[src/design/beat_marker_sorted_table_top_defines.svh]
// Assertion macros for the beat marker table.
`ifndef BEAT_MARKER_SORTED_TABLE_TOP_DEFINES_SVH
`define BEAT_MARKER_SORTED_TABLE_TOP_DEFINES_SVH
`ifndef SYNTHESIS
`define BMST_ASSERT(lbl, clk, rst, prop) \
   lbl: assert property (@(posedge clk) disable iff (rst) prop) else $error("check failed");
`define BMST_ASSERT_ALWAYS(lbl, clk, prop) \
   lbl: assert property (@(posedge clk) prop) else $error("check failed");
`else
`define BMST_ASSERT(lbl, clk, rst, prop)
`define BMST_ASSERT_ALWAYS(lbl, clk, prop)
`endif
`endif

[src/design/bmst_pkg.sv]
// Shared types and constants of the beat marker table.
package bmst_pkg;
   localparam int SPB_W = 27;
   localparam int POS_W = 40;
   localparam int BEAT_W = 32;
   localparam int TGT_W = 48;
   localparam int CNT_OUT_W = 5;
   localparam int OP_W = 3;
   localparam int OUTC_W = 2;
   localparam int NUM_W = POS_W + 10;
   localparam int DEN_W = SPB_W + 1;
   localparam int MAX_MARKERS_DEF = 16;
   localparam logic [SPB_W-1:0] SPB_MIN = SPB_W'(256);
   localparam logic [SPB_W-1:0] SPB_RESET = SPB_W'(6144000);

   localparam logic [OP_W-1:0] OP_TOGGLE = 3'd0;
   localparam logic [OP_W-1:0] OP_TEST_BEAT = 3'd1;
   localparam logic [OP_W-1:0] OP_TEST_POS = 3'd2;
   localparam logic [OP_W-1:0] OP_NEXT = 3'd3;
   localparam logic [OP_W-1:0] OP_PREV = 3'd4;
   localparam logic [OP_W-1:0] OP_LOOP = 3'd5;

   localparam logic [OUTC_W-1:0] OUTC_NONE = 2'd0;
   localparam logic [OUTC_W-1:0] OUTC_REMOVED = 2'd1;
   localparam logic [OUTC_W-1:0] OUTC_INSERTED = 2'd2;
   localparam logic [OUTC_W-1:0] OUTC_FULL = 2'd3;

   typedef enum logic [1:0] {CELL_HOLD, CELL_INS, CELL_DEL} cell_cmd_type;

   typedef struct packed {
      logic gt;
      logic lt;
      logic eq;
      logic ge;
   } cell_flag_type;

   typedef struct packed {
      logic eq;
      logic nxt;
      logic [BEAT_W-1:0] next_val;
      logic [BEAT_W-1:0] prev_val;
      logic [BEAT_W-1:0] loop_val;
   } cell_sel_type;
endpackage

[src/design/bmst_div.sv]
// Restoring divider that turns a position into a saturated beat, one bit per cycle.
module bmst_div import bmst_pkg::*; (
   input  logic clock,
   input  logic reset,
   input  logic start,
   input  logic [NUM_W-1:0] numer,
   input  logic [DEN_W-1:0] denom,
   output logic done,
   output logic [BEAT_W-1:0] quot
);
   localparam int CNT_W = $clog2(NUM_W + 1);

   logic busy_ff;
   logic done_ff;
   logic [CNT_W-1:0] cnt_ff;
   logic [NUM_W-1:0] n_ff;
   logic [DEN_W-1:0] r_ff;
   logic [DEN_W-1:0] d_ff;
   logic [DEN_W:0] trial;
   logic [DEN_W:0] diff;
   logic bit_in;
   logic [DEN_W-1:0] r_in;

   always_comb begin
      trial = {r_ff, n_ff[NUM_W-1]};
      diff = trial - {1'b0, d_ff};
      bit_in = (trial >= {1'b0, d_ff});
      r_in = bit_in ? diff[DEN_W-1:0] : trial[DEN_W-1:0];
   end

   always_ff @(posedge clock) begin
      if (reset) begin
         busy_ff <= 1'b0;
         done_ff <= 1'b0;
         cnt_ff <= '0;
      end else begin
         done_ff <= 1'b0;
         if (start) begin
            busy_ff <= 1'b1;
            cnt_ff <= '0;
            n_ff <= numer;
            r_ff <= '0;
            d_ff <= denom;
         end else if (busy_ff) begin
            n_ff <= {n_ff[NUM_W-2:0], bit_in};
            r_ff <= r_in;
            cnt_ff <= cnt_ff + 1'b1;
            if (cnt_ff == CNT_W'(NUM_W - 1)) begin
               busy_ff <= 1'b0;
               done_ff <= 1'b1;
            end
         end
      end
   end

   assign done = done_ff;
   assign quot = (|n_ff[NUM_W-1:BEAT_W]) ? '1 : n_ff[BEAT_W-1:0];
endmodule

[config.mk]
export PLATFORM = sky130hd
export DESIGN_NAME = bmst_div
export DESIGN_NICKNAME = d
export VERILOG_FILES = /design/src/design/beat_marker_sorted_table_top_defines.svh /design/src/design/bmst_pkg.sv /design/src/design/bmst_div.sv
export SDC_FILE = /design/constraint.sdc
export NUM_CORES = 1
export LEC_CHECK = 0
export CORE_ASPECT_RATIO = 0.8
export CORE_MARGIN = 2
export CORE_UTILIZATION = 50
export CTS_BUF_LIST = sky130_fd_sc_hd__clkbuf_8
export DETAILED_ROUTE_END_ITERATION = 10
export DONT_BUFFER_PORTS = 1
export PLACE_DENSITY_LB_ADDON = 0.1
export SYNTH_ARGS = -nofsm -noshare
export SYNTH_HDL_FRONTEND = slang
export SYNTH_SLANG_ARGS = --single-unit
[constraint.sdc]
create_clock -name clock -period 16.05 [get_ports clock]
set_clock_uncertainty 0.15 [all_clocks]
set_input_delay 3.21 -clock clock [delete_from_list [all_inputs] [get_ports clock]]
set_output_delay 3.21 -clock clock [all_outputs]
set_load 0.005 [all_outputs]
==> out/qor.yml <==
worst_pin_slew_ps: 1125
timing.final.ws_setup_ps: 10610
maxCapViolations: 0
clk_latency_ps: 440
rsz0062_at_grt: "no"
fin_nets: 667
fmax_ghz: 0.1837
port_buffers: 0
timing.final.crit_share_pct: 33.91
slew_viol_final: 0
final-setup-viol-count: 0
ys_types: 56
ant_nets: 0
p_int_mw: 0.5669
status: "complete, no violations"
leakagePower_nw: 2.632
hold_path_class: "flop to flop"
route.met2.wl_um: 5858
synth.avg_cell_area_um2: 11.59
async_flop_share_pct: 0
final_hold_viol_count: 0
design.core.area_um2: 12730
grt_max_degree: 81
ys_ff_latch: 114
insertedDiodeCount: 0
fp.dieW_um: 130.8
vias_per_cell: 5.585
required_ps: 12690
cts_root_buffer: "clkbuf_8"
multi_input_area_um2: 2859
syn_area_um2: 6434
cts_sinks: 114
crit_fanout: 32
netlist_top_cells_area: "edfxtp_1 49%, mux2_2 8.6%, ha_1 5.8%"
worstPathArrival_ps: 2080
switchingPower_mw: 0.2333
ys_top_cells_by_count: "106 x edfxtp_1, 49 x mux2_2, 46 x nor2_1"
syn_nets: 667
grt-ovfl-total: 0
areaGrowthSynthToFinish_pct: 8.926
drtIter0Drc: 266
syn_inst: 555
holdWs_ps: 351.0
start_kind: "flop"
clockBufferDepth: 2
clk_pin_slew_ps: 70
seq_area_frac_synth_pct: 51.96
synth_warnings: 0
antenna_found_initial: 0
io_pins: 114
worstSetupPathType: "flop to output port"
dp_cells: 711
synth_top_cell_area_share_pct: 49.47
post-cts-setup-buffer-count: 0
grt_usage_pct: 19.12
wl_per_cell_um: 17.22
dr_total_vias: 4150
fin_cells: 743
seqPwrFrac_pct: 45.5
regArea_um2: 3343
swShare_pct: 29.16
grt_pass1_wl_um: 20320
synth_top_area_cell: "edfxtp_1"
drive_gt1_share_pct: 17.08
pre_cts_ws_ps: 10730
grt_pass1_vias: 4046
synth_edf_count: 106
worst_setup_path_end_kind: "output port"
met3_length_um: 746
top_layer: "met4"
start_util_pct: 50.54
routed_wl_um: 12790
slew_headroom_pct: 24.84
p_comb_share_pct: 19.7
drt-met1-wl_um: 6029
cts_resized: 0
gp_congestion: 0.8491
final_area_um2: 7008
synth-main-ff-cell: "edfxtp_1"
post-route-drc-count: 0
chipHeight_um: 105.5
finalCriticalPeriod_ps: 5442
final_core_util_pct: 55.05
synth.most_common_cell: "edfxtp_1"
power.share.clock_pct: 34.8
power.total_mw: 0.8002
cts_buffers: 17
p_per_area_nw_per_um2: 114.2
tritoncts: "yes"
irDropWorstVdd_mv: 0.06964
rows: 37
hpwl_um: 8773
dieArea_um2: 13800
n_fill_cell: 1084
place_area_um2: 6598
ctsHoldBuffers: 0
firstDrtPassIters: 5
final.setup.tns_ps: 0
h-tree-depth: 4
## metal layers
layer | vias to the layer above | GRT usage (%)
met3 | 16 | 6.447
met1 | 2004 | 25.82
met4 | 0 | 7.067
met2 | 96 | 28.61
li1 | 2034 | -
met5 | - | 0
## layout make-up
type,count,share of cell area [%]
multi-input combinational,379,40.80
sequential,114,47.71
inverter,39,2.089
clock buffer,17,3.339
tap,175,3.124
clock inverter,15,2.517
timing repair buffer,4,0.4285
## registers in the layout, indices dropped and copies added, names as in the netlist
| signal | count |
|---|---|
| n_ff | 50 |
| d_ff | 28 |
| r_ff | 28 |
| cnt_ff | 6 |
| busy_ff | 1 |
| done | 1 |
## critical path, cell delays in order (launching register included)
cell and delay (ps):
edfxtp_1 400, or4_1 560, nor4_2 220, buf_4 330, nand2b_1 130
## worst paths after layout
kind,startpoint,end,slack [ps],depth (start not counted)
worst max register to register,r_ff[7],r_ff[4],12240,10
worst min-delay path,cnt_ff[5],busy_ff,350,1
worst max-delay path,n_ff[45],quot[8],10610,4
worst min register to register,cnt_ff[5],busy_ff,350,1
## cell families after synthesis
family,count (synthesis),synth area share [%]
adders and majority gates,31,6.145
buffers and inverters,62,3.851
DFF,114,51.96
and+or+nand+nor,165,13.05
muxes,70,11.84
AOI/OAI and AO/OA,91,10.15
xor gates and xnor gates,22,2.995
## cell usage in the layout, fill, tap and decap left out, drive strengths merged, types with 3 or more instances in the layout
cell	n
edfxtp	106
mux2	49
nor2	46
inv	44
nand2b	36
a21oi	30
ha	30
nand2	30
mux2i	21
clkbuf	17
xnor2	15
o21ai	13
nand3	12
a21o	11
dfxtp	8
nor3	7
xor2	7
a31oi	7
nor2b	6
and3	6
nor4	6
nand4	5
a211oi	5
clkinvlp	4
clkinv	4
buf	4
a41o	3
a21boi	3
## power by group through the flow
| stage | clock [mW] | combinational, mW | sequential, mW |
|---|---|---|---|
| after floorplan | 0 | 0.133 | 0.368 |
| after global placement | 0 | 0.153 | 0.370 |
| after detailed placement | 0 | 0.156 | 0.371 |
| after CTS | 0.285 | 0.157 | 0.365 |
| after global routing | 0.300 | 0.176 | 0.367 |
| final | 0.278 | 0.157 | 0.364 |
Power figures use the tool's default switching activity.
