**src/design/beat_marker_sorted_table_top_defines.svh**
```systemverilog
// Assertion macros for the beat marker table.
`ifndef BEAT_MARKER_SORTED_TABLE_TOP_DEFINES_SVH
`define BEAT_MARKER_SORTED_TABLE_TOP_DEFINES_SVH
`ifndef SYNTHESIS
`define BMST_ASSERT(lbl, clk, rst, prop) \
   lbl: assert property (@(posedge clk) disable iff (rst) prop) else $error("check failed");
`define BMST_ASSERT_ALWAYS(lbl, clk, prop) \
   lbl: assert property (@(posedge clk) prop) else $error("check failed");
`else
`define BMST_ASSERT(lbl, clk, rst, prop)
`define BMST_ASSERT_ALWAYS(lbl, clk, prop)
`endif
`endif

```
**src/design/bmst_pkg.sv**
```systemverilog
// Shared types and constants of the beat marker table.
package bmst_pkg;
   localparam int SPB_W = 27;
   localparam int POS_W = 40;
   localparam int BEAT_W = 32;
   localparam int TGT_W = 48;
   localparam int CNT_OUT_W = 5;
   localparam int OP_W = 3;
   localparam int OUTC_W = 2;
   localparam int NUM_W = POS_W + 10;
   localparam int DEN_W = SPB_W + 1;
   localparam int MAX_MARKERS_DEF = 16;
   localparam logic [SPB_W-1:0] SPB_MIN = SPB_W'(256);
   localparam logic [SPB_W-1:0] SPB_RESET = SPB_W'(6144000);

   localparam logic [OP_W-1:0] OP_TOGGLE = 3'd0;
   localparam logic [OP_W-1:0] OP_TEST_BEAT = 3'd1;
   localparam logic [OP_W-1:0] OP_TEST_POS = 3'd2;
   localparam logic [OP_W-1:0] OP_NEXT = 3'd3;
   localparam logic [OP_W-1:0] OP_PREV = 3'd4;
   localparam logic [OP_W-1:0] OP_LOOP = 3'd5;

   localparam logic [OUTC_W-1:0] OUTC_NONE = 2'd0;
   localparam logic [OUTC_W-1:0] OUTC_REMOVED = 2'd1;
   localparam logic [OUTC_W-1:0] OUTC_INSERTED = 2'd2;
   localparam logic [OUTC_W-1:0] OUTC_FULL = 2'd3;

   typedef enum logic [1:0] {CELL_HOLD, CELL_INS, CELL_DEL} cell_cmd_type;

   typedef struct packed {
      logic gt;
      logic lt;
      logic eq;
      logic ge;
   } cell_flag_type;

   typedef struct packed {
      logic eq;
      logic nxt;
      logic [BEAT_W-1:0] next_val;
      logic [BEAT_W-1:0] prev_val;
      logic [BEAT_W-1:0] loop_val;
   } cell_sel_type;
endpackage

```
**src/design/bmst_cell.sv**
```systemverilog
// One table cell: holds a marker, compares it with the key and shifts with its neighbors.
module bmst_cell import bmst_pkg::*; (
   input  logic clock,
   input  cell_cmd_type cmd,
   input  logic [BEAT_W-1:0] key,
   input  logic occ,
   input  logic left_gt,
   input  logic [BEAT_W-1:0] left_val,
   input  logic right_lt,
   input  logic right_eq,
   input  logic [BEAT_W-1:0] right_val,
   output cell_flag_type flag,
   output logic [BEAT_W-1:0] val,
   output cell_sel_type sel
);
   logic [BEAT_W-1:0] val_ff;
   logic [BEAT_W-1:0] val_in;
   cell_sel_type sel_ff;
   cell_sel_type sel_in;

   always_comb begin
      flag.gt = occ && (val_ff > key);
      flag.lt = occ && (val_ff < key);
      flag.eq = occ && (val_ff == key);
      flag.ge = occ && (val_ff >= key);
      sel_in.eq = flag.eq;
      sel_in.nxt = flag.gt && !left_gt;
      sel_in.next_val = (flag.gt && !left_gt) ? val_ff : '0;
      sel_in.prev_val = (flag.lt && !right_lt) ? val_ff : '0;
      sel_in.loop_val = (occ && right_eq) ? val_ff : '0;
      case (cmd)
         CELL_INS: val_in = (occ && !flag.gt) ? val_ff : (left_gt ? left_val : key);
         CELL_DEL: val_in = flag.ge ? right_val : val_ff;
         default:  val_in = val_ff;
      endcase
   end

   always_ff @(posedge clock) begin
      val_ff <= val_in;
      sel_ff <= sel_in;
   end

   assign val = val_ff;
   assign sel = sel_ff;
endmodule
```
**config.mk**
```make
export PLATFORM = sky130hd
export DESIGN_NAME = bmst_cell
export DESIGN_NICKNAME = d
export VERILOG_FILES = /design/src/design/beat_marker_sorted_table_top_defines.svh /design/src/design/bmst_pkg.sv /design/src/design/bmst_cell.sv
export SDC_FILE = /design/constraint.sdc
export NUM_CORES = 1
export LEC_CHECK = 0
export BUFFER_PORTS_ARGS = -buffer_cell sky130_fd_sc_hd__clkbuf_2
export CORE_UTILIZATION = 51
export CTS_CLUSTER_SIZE = 14
export DETAILED_ROUTE_END_ITERATION = 8
export PLACE_DENSITY = 0.84
export SLEW_MARGIN = 20
export SYNTH_ARGS = -nofsm -noshare
export SYNTH_HDL_FRONTEND = slang
export SYNTH_SLANG_ARGS = --single-unit
```
**constraint.sdc**
```tcl
create_clock -name clock -period 7.7 [get_ports clock]
set_input_delay 0.77 -clock clock [delete_from_list [all_inputs] [get_ports clock]]
set_output_delay 0.77 -clock clock [all_outputs]
set_load 0.02 [all_outputs]
```
==> run_results.csv <==
group,metric,value,unit
detailed_routing,post-route-drc-count,0,
cts,clkSinkCount,130,
place,dpl-instance-area,6490,sq um
detailed_routing,route.detailed.vias_per_inst,5.25,
final_layout,num_antenna_cells,0,
critical_path,startpoint_type,"flip-flop",
yosys,syn_area,5250,sq um
cts,post_cts.repair.setup_buffers,0,
sta,transition_at_the_pin_with_the_smallest_max_transition_slack,1.13,ns
yosys,ys_seq_elements,130,
final_layout,fill_cells,683,
grt,first_global_vias,4331,
yosys,number_of_distinct_standard_cells_referenced_by_the_synthesized_netlist,39,
pwr,power_density,260,nW/um^2
place,port_buffers,236,
critical_path,cp_data_required_time,6.93,ns
cts,h-tree-depth,4,
yosys,dominantRegCellSynth,"dfxtp_1",
yosys,proportion_of_register_bits_with_asynchronous_set_or_reset_after_synthesis,0,%
detailed_routing,drt_iter0_drc,183,
sta,finalCritPeriodShare,52.5,%
final_layout,drive_gt1_share,41.8,%
critical_path,timing.critical_path.from,"val[30]",
yosys,netlist.area_leader.share,37.4,%
cts,number_of_hold_buffers_added_after_cts,0,
critical_path,critical-path-max-stage-delay,0.60,ns
sta,hold_worst_slack,0.523,ns
critical_path,worstReg2RegStart,"val[30]",
sta,finalHoldViolations,0,
critical_path,cp_max_fo,35,
sta,setup_violations,0,
cts,cts_inserted_buffers,17,
grt,gr-total-overflow,0,
yosys,sequential_share_of_the_synthesized_area,55.7,%
floorplanning,initial_core_util,53.2,%
grt,largest_net_degree_at_the_start_of_global_routing,65,
floorplanning,pin_count,237,
floorplanning,chipWidth,103,um
yosys,synth.top_cells.by_count,"dfxtp_1 (98), and3_1 (64), nand2_1 (38)",
grt,grtUsageMet3,7.33,%
final_layout,finish.net_count,842,
worst_hold_path,hp-start,"right_val[6]",
yosys,synth_area_per_cell,11.0,sq um
floorplanning,row_count,36,
yosys,synth_warnings,0,
detailed_routing,totalWireLength,14.4,mm
cts,cts_tree,"yes",
yosys,synthesis.instances,478,
sta,tns,0,ns
sta,slew-limit-headroom,24.6,%
cts,insertion_delay,0.52,ns
final_layout,synthToLayoutAreaGrowth,35.5,%
yosys,synth-edff-count,32,
yosys,post-synth-top-count-cell,"dfxtp_1",
critical_path,cp_data_arrival_time,3.28,ns
floorplanning,floorplan.core_area,9860,sq um
critical_path,endpoint_kind,"output port",
place,post-dp-hpwl,10.1,mm
grt,initial_antenna_violation_count,0,
grt,grt.met2_usage,48.8,%
outcome,outcome,"finished clean",
final_layout,layout.cell_area.non_filler,7110,sq um
cts,cts.reportedPaths.clkPinSlew,0.06,ns
sta,min_period,4.05,ns
cts,postCtsResizedCells,0,
sta,achievable-frequency,0.247,GHz
pwr,vdd_ir_drop_max,148,uV
yosys,yosys.area.top_type,"dfxtp_1",
sta,fin_skew,0.00794,ns
yosys,synth_area_leaders,"dfxtp_1 (37%), edfxtp_1 (18%), and3_1 (7.6%), ha_1 (7.6%), mux2i_1 (6.1%)",
pwr,total_leakage_power,3.76,nW
detailed_routing,detail-route-antenna-nets,0,
grt,grt_pass1_wl,21.6,mm
sta,grt_setup_unrepaired,"false",
grt,grt_util_all_layers,27.6,%
critical_path,cp_cell_sequence,"ha_1, a21oi_2, nand2_1, a221o_1, a211o_4, nor2_4, and2_1, clkbuf_2",
yosys,syn_nets,613,
floorplanning,floorplan.die.height,103,um
worst_hold_path,worst_hold_path_type,"in -> reg",
detailed_routing,detailedRoute.firstPassIterationCount,4,
cts,cts_root_buffer_type,"clkbuf_8",
job,max_cap_viol_count,0,
critical_path,critPathSlowestCell,"nor2_4",
sta,final-max-slew-violation-count,0,
floorplanning,fp.dieArea,10700,sq um
detailed_routing,drt-wirelength-per-cell,16.9,um
detailed_routing,route.vias.total,4478,
place,routabilityCongestion,0.891,
cts,cts_max_path_buffers,2,
grt,grt.met1_usage,31.4,%
grt,globalRoute.busiestLayer,"met2",
critical_path,setup.worst_path.class,"reg -> out",
-- through the flow --
step | util, % | power, mW | instances | setup slack [ns]
2_1_floorplan | - | 0.928 | 478 | 4.33
3_3_place_gp | 65.8 | 1.02 | 821 | 3.88
3_5_place_dp | 65.8 | 1.03 | 821 | 3.83
4_1_cts | 72.1 | 1.86 | 853 | 3.67
5_1_grt | 72.1 | 1.92 | 853 | 3.52
6_report | 72.1 | 1.85 | 853 | 3.65
-- where the power goes --
group	total (mW)	internal [mW]	switching [mW]
Clock	0.834	0.530	0.304
Combinational	0.247	0.0952	0.152
Sequential	0.770	0.744	0.0268
Total	1.85	1.37	0.483
-- per-layer routing --
| layer | vias up | wire [um] |
|---|---|---|
| li1 | 2114 | - |
| met4 | 0 | 277 |
| met1 | 2137 | 5740 |
| met2 | 201 | 7480 |
| met3 | 26 | 954 |
| met5 | - | 0 |
-- state kept, by name (all words and copies together) (netlist names) --
signal / flops
val: 32
sel: 98
-- kinds of logic after synthesis --
family          count (synthesis)  share of synthesized area (%)
simple gates                  164                           18.8
flops                         130                           55.7
compound gates                 60                           6.91
buf+inv                        60                           4.86
mux                            32                           6.10
fa+ha+maj                      32                           7.62
-- critical path, delay by kind of cell (launching register included) --
family / cells / cell delay (ns)
buf+inv: 1 / 0.17
compound gates: 3 / 0.80
fa+ha+maj: 1 / 0.38
flops: 1 / 0.50
simple gates: 3 / 0.89
-- cells in the final DEF, fill, tap and decap left out, types with 7 or more instances in the layout --
cell type,instances
nand4_1,7
a21oi_1,12
ha_1,32
and2_4,21
nand2_1,37
dfxtp_1,98
clkbuf_2,236
clkbuf_16,19
and3_1,64
edfxtp_1,32
o21ai_0,34
mux2i_1,32
inv_1,32
and2_1,13
-- final cells by class --
cell class | count | area, sq um | share of cell area, %
Sequential cell | 130 | 2920 | 41.1
Clock buffer | 23 | 510 | 7.18
Clock inverter | 9 | 111 | 1.57
Timing Repair Buffer | 238 | 1200 | 16.8
Multi-Input combinational cell | 288 | 2090 | 29.3
Tap cell | 133 | 166 | 2.34
Inverter | 32 | 120 | 1.69
-- worst paths after layout --
kind | cells after the start | slack, ns | end
worst min register to register | 1 | 0.57 | sel[83]
worst max register to register | 7 | 4.78 | val[22]
worst max-delay path | 8 | 3.65 | flag[2]
worst min-delay path | 3 | 0.52 | val[6]
No activity file was read; power rests on OpenSTA's default activity.
